## config.mk

```make
export PLATFORM = sky130hd
export DESIGN_NAME = nonzero_indicator_counter_tree
export DESIGN_NICKNAME = d
export VERILOG_FILES = /design/src/sv/snzi_pkg.sv /design/src/sv/nonzero_indicator_counter_tree.sv
export SDC_FILE = /design/constraint.sdc
export NUM_CORES = 1
export LEC_CHECK = 0
export CELL_PAD_IN_SITES_DETAIL_PLACEMENT = 1
export CELL_PAD_IN_SITES_GLOBAL_PLACEMENT = 2
export CORE_MARGIN = 3
export CORE_UTILIZATION = 40
export CTS_CLUSTER_SIZE = 12
export DETAILED_ROUTE_END_ITERATION = 8
export DONT_BUFFER_PORTS = 1
export HOLD_SLACK_MARGIN = 0.03
export MAX_ROUTING_LAYER = met4
export PLACE_DENSITY = 0.68
export RECOVER_POWER = 50
export SYNTH_ARGS = -nofsm -noshare
export SYNTH_HDL_FRONTEND = slang
export SYNTH_SLANG_ARGS = --single-unit
```

## constraint.sdc

```tcl
create_clock -name clk -period 5.5 [get_ports clk]
set_clock_uncertainty 0.1 [all_clocks]
set_input_delay 1.1 -clock clk [delete_from_list [all_inputs] [get_ports clk]]
set_output_delay 1.1 -clock clk [all_outputs]
set_load 0.005 [all_outputs]
```

## src/sv/snzi_pkg.sv

```systemverilog
// Package for the nonzero indicator counter tree: sizes, status codes and
// sequencer states. Used by nonzero_indicator_counter_tree; depends on nothing.
package snzi_pkg;

	localparam int LEAVES      = 8;
	localparam int COUNT_WIDTH = 16;
	localparam int NODE_TOTAL  = 2 * LEAVES - 1;
	localparam int LEAF_W      = $clog2(LEAVES);
	localparam int NODE_W      = $clog2(NODE_TOTAL);
	localparam int TID_W       = 10;
	localparam int CHG_W       = 31;

	localparam logic [COUNT_WIDTH-1:0] COUNT_FULL = '1;

	typedef logic [COUNT_WIDTH-1:0] count_t;
	typedef logic [NODE_W-1:0]      node_idx_t;

	typedef enum logic [1:0] {
		ST_OK          = 2'd0,
		ST_DEPART_ZERO = 2'd1,
		ST_FULL        = 2'd2
	} status_t;

	typedef enum logic [2:0] {
		S_IDLE,
		S_CHECK,
		S_INC,
		S_DEC,
		S_RESP
	} seq_state_t;

endpackage

```

## src/sv/nonzero_indicator_counter_tree.sv

```systemverilog
// Nonzero indicator counter tree: heap-ordered surplus counters walked by one
// shared increment/decrement unit under a small sequencer. Depends on snzi_pkg.
//
//  channel | direction | handshake           | payload
//  in      | input     | in_valid / in_stall   | cmd, thread_id
//  out     | output    | out_valid / out_stall | nonzero, change_count, status
//
// An arrival is first checked upward from its leaf (S_CHECK) and then
// incremented upward (S_INC); a departure is decremented upward from its leaf
// (S_DEC). Both end in S_RESP. One counter read-modify-write per cycle goes
// through the single adder. in_stall is high from acceptance until the result
// is loaded into the output register; a finished result waits in the output
// register while the next request is taken. Reset clears every counter, the
// indicator and the change counter at once.
module nonzero_indicator_counter_tree (
	input  logic                       clk,
	input  logic                       arst_n,
	input  logic                       in_valid,
	output logic                       in_stall,
	input  logic                       cmd,
	input  logic [snzi_pkg::TID_W-1:0] thread_id,
	output logic                       out_valid,
	input  logic                       out_stall,
	output logic                       nonzero,
	output logic [snzi_pkg::CHG_W-1:0] change_count,
	output logic [1:0]                 status
);
	import snzi_pkg::*;

	seq_state_t        state_q, state_d;
	count_t            node_q [NODE_TOTAL];
	node_idx_t         idx_q, idx_d;
	node_idx_t         leaf_q, leaf_d;
	logic              first_q, first_d;
	status_t           stat_q, stat_d;
	logic              ind_q, ind_d;
	logic [CHG_W-1:0]  chg_q, chg_d;
	logic              out_valid_q;
	logic              nonzero_q;
	logic [CHG_W-1:0]  chg_out_q;
	status_t           status_q;

	count_t            cnt;
	count_t            sum;
	node_idx_t         parent;
	node_idx_t         leaf_node;
	logic              node_we;
	logic              out_load;

	// shared counter unit: read current node, step by one either way
	assign cnt       = node_q[idx_q];
	assign sum       = cnt + ((state_q == S_DEC) ? COUNT_FULL : count_t'(1));
	assign parent    = (idx_q - node_idx_t'(1)) >> 1;
	assign leaf_node = node_idx_t'(LEAVES - 1) + node_idx_t'(thread_id[LEAF_W-1:0]);

	// sequencer register
	always_ff @(posedge clk or negedge arst_n) begin
		if (!arst_n) begin
			state_q <= S_IDLE;
		end else begin
			state_q <= state_d;
		end
	end

	// next state and walk control
	always_comb begin
		state_d  = state_q;
		idx_d    = idx_q;
		leaf_d   = leaf_q;
		first_d  = first_q;
		stat_d   = stat_q;
		ind_d    = ind_q;
		chg_d    = chg_q;
		node_we  = 1'b0;
		out_load = 1'b0;
		in_stall = (state_q != S_IDLE);
		unique case (state_q)
			S_IDLE: begin
				if (in_valid) begin
					idx_d   = leaf_node;
					leaf_d  = leaf_node;
					first_d = 1'b1;
					stat_d  = ST_OK;
					state_d = cmd ? S_DEC : S_CHECK;
				end
			end
			S_CHECK: begin
				// reject before any change if the arrival path holds a full counter
				if (cnt == COUNT_FULL) begin
					stat_d  = ST_FULL;
					state_d = S_RESP;
				end else if (cnt != '0 || idx_q == '0) begin
					idx_d   = leaf_q;
					state_d = S_INC;
				end else begin
					idx_d = parent;
				end
			end
			S_INC: begin
				node_we = 1'b1;
				if (cnt != '0) begin
					state_d = S_RESP;
				end else if (idx_q == '0) begin
					ind_d   = 1'b1;
					chg_d   = chg_q + CHG_W'(1);
					state_d = S_RESP;
				end else begin
					idx_d = parent;
				end
			end
			S_DEC: begin
				first_d = 1'b0;
				if (cnt == '0) begin
					// leaf at zero: ignore; parent at zero: stop the walk
					stat_d  = first_q ? ST_DEPART_ZERO : ST_OK;
					state_d = S_RESP;
				end else begin
					node_we = 1'b1;
					if (sum != '0) begin
						state_d = S_RESP;
					end else if (idx_q == '0) begin
						ind_d   = 1'b0;
						chg_d   = chg_q + CHG_W'(1);
						state_d = S_RESP;
					end else begin
						idx_d = parent;
					end
				end
			end
			S_RESP: begin
				// hand the result over once the output register is free
				if (!out_valid_q || !out_stall) begin
					out_load = 1'b1;
					state_d  = S_IDLE;
				end
			end
			default: begin
				state_d = S_IDLE;
			end
		endcase
	end

	// counters, indicator and walk registers
	always_ff @(posedge clk or negedge arst_n) begin
		if (!arst_n) begin
			for (int i = 0; i < NODE_TOTAL; i++) begin
				node_q[i] <= '0;
			end
			ind_q   <= 1'b0;
			chg_q   <= '0;
			idx_q   <= '0;
			leaf_q  <= '0;
			first_q <= 1'b0;
			stat_q  <= ST_OK;
		end else begin
			if (node_we) begin
				node_q[idx_q] <= sum;
			end
			ind_q   <= ind_d;
			chg_q   <= chg_d;
			idx_q   <= idx_d;
			leaf_q  <= leaf_d;
			first_q <= first_d;
			stat_q  <= stat_d;
		end
	end

	// output register: hold while stalled, drop once taken
	always_ff @(posedge clk or negedge arst_n) begin
		if (!arst_n) begin
			out_valid_q <= 1'b0;
		end else if (out_load) begin
			out_valid_q <= 1'b1;
		end else if (!out_stall) begin
			out_valid_q <= 1'b0;
		end
	end

	always_ff @(posedge clk) begin
		if (out_load) begin
			nonzero_q <= ind_q;
			chg_out_q <= chg_q;
			status_q  <= stat_q;
		end
	end

	assign out_valid    = out_valid_q;
	assign nonzero      = nonzero_q;
	assign change_count = chg_out_q;
	assign status       = status_q;

	// indicator always mirrors the root counter
	a_ind_root: assert property (@(posedge clk) disable iff (!arst_n)
		ind_q == (node_q[0] != '0))
		else $error("indicator disagrees with root counter");

	// every indicator change bumps the change counter by one
	a_chg_bump: assert property (@(posedge clk) disable iff (!arst_n)
		(ind_q != $past(ind_q)) |-> (chg_q == CHG_W'($past(chg_q) + CHG_W'(1))))
		else $error("indicator changed without change count step");

	// change counter moves only with the indicator
	a_chg_hold: assert property (@(posedge clk) disable iff (!arst_n)
		(ind_q == $past(ind_q)) |-> (chg_q == $past(chg_q)))
		else $error("change count moved without indicator change");

	// walk index stays inside the tree
	a_idx_range: assert property (@(posedge clk) disable iff (!arst_n)
		(state_q != S_IDLE) |-> (idx_q < node_idx_t'(NODE_TOTAL)))
		else $error("walk index outside tree");

endmodule

```

# After elaboration in Yosys (flattened, before gate mapping)

Index checks and enable logic that the tools add are counted.

Add/subtract/negate cells: 4
Magnitude comparators: 2
Eq/ne operators: 17
Muxes and demuxes: 49
Bitwise gates (word level): 1
Reduce and logical (&&, ||, !) cells: 22

Operators by type and width:

| operator                                                                 | count |
|---|---|
| 240-bit bitwise mux                                                      | 1 |
| 31-bit two-way mux                                                       | 4 |
| 16-bit binary-select mux with 4-bit select                               | 1 |
| 16-bit demux with 4-bit select                                           | 1 |
| 16-bit two-way mux                                                       | 4 |
| 31-bit case mux with 2 select lines                                      | 1 |
| 16-bit nonzero test                                                      | 2 |
| 31-bit by 1-bit adder with 31-bit output (second input constant)         | 1 |
| 4-bit two-way mux                                                        | 7 |
| 3-bit two-way mux                                                        | 8 |
| 16-bit adder                                                             | 1 |
| 16-bit == test (second input constant)                                   | 1 |
| 16-bit zero test                                                         | 1 |
| 2-bit inequality test (second input constant)                            | 8 |
| 4-bit case mux with 4 select lines                                       | 1 |
| 3-bit case mux with 5 select lines                                       | 1 |
| 1-bit two-way mux                                                        | 12 |
| 6-bit AND reduction                                                      | 2 |
| 2-bit two-way mux                                                        | 4 |
| 4-bit AND reduction                                                      | 2 |
| 3-bit by 2-bit == test with 1-bit output (second input constant)         | 2 |
| 2-bit by 1-bit inequality test with 1-bit output (second input constant) | 3 |
| 1-bit case mux with 2 select lines                                       | 3 |
| 2-bit case mux with 3 select lines                                       | 1 |
| 18 further kinds                                                         | 23 |

Flip-flop bits (word level): 321
Bits of input ports: 15

# Depth between registers and ports, before layout

Depth after elaboration: 9
Mapped depth: 22
Mapped depth without buffers: 15

# Worst setup path after synthesis

No wires, ideal clock.

Path type: reg-to-reg
From: reg idx_q[2]
To: reg chg_q[1]
Arrival time: 4786 ps
Data required time: 5275 ps
Path slack: 489 ps
Cell stages (with the launch flop): 18
Buffers on the path: 4
Period minus slack after synthesis: 5011 ps
Cells stage by stage: dfrtp_1 inv_1 clkbuf_1 clkbuf_1 mux2i_1 mux2i_1 ha_1 buf_2 and3_4 a221oi_2 xnor2_1 or4b_1 or4_1 or4_1 o22ai_2 buf_6 nand2_2 mux2_4

Word-level cells in the longest chain between the ends: 8

RTL lines:

| item                                                   | RTL line                              | text |
|---|---|---|
| from (decl)                                            | nonzero_indicator_counter_tree.sv:32  | `node_idx_t idx_q, idx_d;` |
| from (signal assigned)                                 | nonzero_indicator_counter_tree.sv:161 | `idx_q <= idx_d;` |
| 4-bit inverter with 5-bit output (not written as such) | nonzero_indicator_counter_tree.sv:51  | `assign cnt = node_q[idx_q];` |
| 16-bit binary-select mux with 4-bit select             | nonzero_indicator_counter_tree.sv:51  |  |
| 16-bit two-way mux (not written as such) (2 in a row)  | nonzero_indicator_counter_tree.sv:51  |  |
| 16-bit adder                                           | nonzero_indicator_counter_tree.sv:52  | `assign sum = cnt + ((state_q == S_DEC) ? COUNT_FULL : count_t'(1));` |
| 16-bit nonzero test                                    | nonzero_indicator_counter_tree.sv:119 | `if (sum != '0) begin` |
| 2-bit inequality test (no line)                        | n/a                                   |  |
| 4-bit AND reduction (no line)                          | n/a                                   |  |
| to (signal assigned)                                   | nonzero_indicator_counter_tree.sv:160 | `chg_q <= chg_d;` |
| to (decl)                                              | nonzero_indicator_counter_tree.sv:37  | `logic [CHG_W-1:0] chg_q, chg_d;` |

Several ways; a longest one is shown, not always the timed one. The select of a mux whose other input is x is not followed.
A chain may end at the register's enable or synchronous reset.

# Final worst setup path

From: reg idx_q[1]
To: reg idx_q[0]

Word-level cells in the longest chain between the ends: 9

RTL lines:

| item |
|---|
| branches (longest 9 deep; another with 16-bit adder) |

Parallel ways; which one is timed is not known. The select of a mux whose other input is x is not followed.

==> summary.md <==
| Metric | Value |
|---|---|
| Final Hold Viols | 0 |
| Mapped Nets | 1207 |
| Sequential area share after synthesis | 52.5% |
| Status | finished clean |
| Ys async rst share | 89.4% |
| Post-route minimum period | 5260 ps |
| Cell Area, Synth | 15600 sq um |
| Via density | 5.53 |
| IO buf count | 0 |
| Family with the most delay on the worst path | simple AND/OR/NAND/NOR gates |
| Final core utilization | 46.7% |
| Worst-path clk slew | 60 ps |
| Reg2reg setup slack | 240 ps |
| Post-DR wirelength/cell | 22.8 microns |
| Synth-to-Final Area Change | 14.0% |
| Fin crit share | 95.7% |
| LEAKAGE | 8.34 nW |
| Maximum clock frequency | 190 MHz |
| Final setup viols | 0 |
| CP startpoint kind | register |
| Avg Inst Size Synth | 13.4 sq um |
| Critical Path Fanout Max | 12 |
| Remaining Overflow, GRT | 0 |
| # rows | 71 |
| Drt pass-1 iters | 4 |
| Clock Path Buffers | 3 |
| Die H | 204 microns |
| TNS Setup | 0 ps |
| Maximum VDD drop | 0.228 mV |
| Critical path type | reg -> reg |
| Commonest non-fill, non-tap cells in the layout | 285 x dfrtp_1, 188 x mux2_2, 66 x buf_4 |
| Slowest CP cell | dfrtp_4 |
| Final WL | 39800 microns |
| Rel. slew slack | 27.2% |
| Drt initial violations | 385 |
| Clock Tree Root | clkbuf_16 |
| Initial antenna violation count | 1 |
| Starting Density | 41.0% |
| Nets | 1247 |
| Max-cap violations | 0 |
| Global-route usage over all layers | 20.1% |
| Die Wd | 204 microns |
| Worst EP arrival | 5570 ps |
| GP Congestion | 0.797 |
| WP buf/inv | 3 |
| TritonCTS clock tree | built |
| Die Area | 41500 sq um |
| Worst Path Required | 5800 ps |
| Primary FF master, synth | dfrtp_1 |
| Worst r2r src | idx_q[1]$_DFFE_PN0P_ |
| Vias in the first global route | 10300 |
| Final Max Slew Viols | 0 |
| Largest stage delay, worst path | 590 ps |
| Vias | 9670 |
| Layout cells sized above 1 | 32.0% |
| Post-DRT Antenna Nets | 0 |
| Power per Cell Area | 590 nW/um^2 |
| # DRC | 0 |
| CTS Sinks | 321 |
| IO Pins | 51 |
| First-pass GRT wire length | 62700 microns |
| Post-Synthesis Cells | 1170 |
| Worst-Skew Late Latency | 550 ps |
| #FFs+latches synth | 321 |
| Commonest non-fill, non-tap cell in the layout | dfrtp_1 |
| CTS Hold Bufs | 0 |
| Core area | 38100 sq um |
| Cts bufs inserted | 37 |
| Final HPWL DP | 26200 microns |
| Yosys Warn Count | 0 |
| EDFF count, synth | 34 |
| Synth cell types | 75 |
| Reg-to-reg endpoint | idx_q[0]$_DFFE_PN0P_ |
| Worst Hold Class | in -> async |
| FF-to-FF path depth | 16 |
| Actual slew at the worst max-slew pin | 1090 ps |
| Type of destination of the critical path | register |
| Maximum number of pins on one net before global-route repair | 288 |
| CP Cell Sequence | buf_12, buf_4, mux4_2, mux2i_1, mux2i_2, fa_1, a21o_1, a221oi_4, xnor2_1, or4b_1, or4_1, or4b_1, nor3_2, o21ai_2, buf_4, mux2i_1 |
| H-Tree Depth | 2 |
-- routing by layer --
layer | vias to the layer above | routed length, microns | GRT usage, %
li1 | 4461 | - | -
met1 | 5057 | 19800 | 28.5
met2 | 109 | 18200 | 30.9
met3 | 43 | 1220 | 3.19
met4 | 0 | 589 | 4.42
met5 | - | 0 | -
-- Yosys cell counts, types with 3 or more instances --
cell	number	area share, %
xor2_1	5	0.28
o211ai_1	5	0.24
a211oi_1	3	0.14
a221o_1	13	0.83
or3_1	5	0.20
and3_1	16	0.64
mux2i_1	47	3.0
nand4_2	3	0.24
nor2b_1	6	0.24
buf_1	3	0.072
edfxtp_1	34	6.5
o21ai_0	27	0.86
ha_1	21	1.7
nand4_1	24	0.96
buf_4	22	1.1
xnor2_1	37	2.1
inv_1	21	0.50
clkbuf_1	37	0.89
dfrtp_1	287	46
a22o_1	10	0.56
nand3_1	29	0.93
nand2_1	57	1.4
o2bb2ai_1	5	0.28
a31oi_1	9	0.36
mux2_1	53	3.8
a21o_1	8	0.38
mux4_2	34	4.9
mux2_2	188	14
a22oi_1	12	0.58
nor4_1	4	0.16
or4_1	5	0.24
o21a_1	5	0.24
a31o_1	4	0.22
buf_2	6	0.19
buf_6	5	0.36
nand3_2	9	0.58
nor2_1	28	0.67
nor3_1	10	0.32
a21oi_1	24	0.77
and2_1	3	0.12
-- power breakdown --
group          switching, mW  internal [mW]  leakage [nW]
logic                   2.73           1.93          3.56
registers              0.355           3.07          4.19
clock network          0.969           1.46         0.591
-- flip-flops by register name (all words and copies together) (netlist names), 2 cells and up --
signal and flops:
node_q 240, change_count 31, state_q 3, idx_q 4, chg_q 31, leaf_q 4
status 2, stat_q 2
-- worst max path at each step --
stage	endpoint	depth (start not counted)	start	slack, ps
floorplan	chg_q[1]$_DFFE_PN0P_	17	idx_q[2]$_DFFE_PN0P_	490
global placement	chg_q[24]$_DFFE_PN0P_	17	idx_q[1]$_DFFE_PN0P_	-9
detailed placement	chg_q[28]$_DFFE_PN0P_	17	idx_q[1]$_DFFE_PN0P_	-10
CTS	chg_q[29]$_DFFE_PN0P_	17	idx_q[1]$_DFFE_PN0P_	50
global route	chg_q[26]$_DFFE_PN0P_	17	idx_q[1]$_DFFE_PN0P_	-2
finish	idx_q[0]$_DFFE_PN0P_	16	idx_q[1]$_DFFE_PN0P_	240
-- cell type report --
type | instances | area [sq um]
Fill cell | 3846 | 20300
Sequential cell | 321 | 8210
Multi-Input combinational cell | 753 | 7000
Clock buffer | 54 | 1080
Timing Repair Buffer | 76 | 683
Tap cell | 511 | 639
Clock inverter | 11 | 111
Inverter | 21 | 78.8
Antenna cell | 1 | 2.50
-- worst register-to-register path, delay by kind of cell (launching register included) --
kind | cells | cell delay (ps)
buf+inv | 3 | 490
xor+xnor | 1 | 160
fa+ha+maj | 1 | 430
mux | 4 | 920
flops | 1 | 590
simple gates | 4 | 1750
compound gates | 3 | 670
-- cells by family (layout without fill, tap and decap cells) --
| family | Yosys count | count (layout) | share of synthesized area, % |
|---|---|---|---|
| XOR/XNOR | 42 | 42 | 2.35 |
| multiplexers | 324 | 324 | 25.5 |
| adder cells (fa/ha/maj) | 22 | 22 | 1.81 |
| other | 0 | 1 | 0 |
| AND/OR/NAND/NOR | 217 | 217 | 7.63 |
| flip-flops | 321 | 321 | 52.5 |
| AO/OA/AOI/OAI | 148 | 148 | 6.97 |
| buffers and inverters | 96 | 162 | 3.27 |
-- through the flow --
step	std cells	hold slack, ps	setup slack (ps)	power, mW	instance area [sq um]
finish	1748	141	236	10.5	17800
global route	1747	117	-2.49	11.2	17800
CTS	1740	129	51.2	10.5	17700
detailed placement	1675	363	-10.6	8.01	16500
global placement	1675	356	-8.86	7.89	16500
floorplan	1170	319	489	6.31	15600
-- repair_timing --
| item | CTS | global route |
|---|---|---|
| buffers inserted | 0 | 6 |
| gates resized for setup | 1 | 13 |
| cloned | 0 | 1 |
| pin swaps | 0 | 0 |
| setup endpoints to repair | 13 | 35 |
Power figures use the tool's default switching activity.
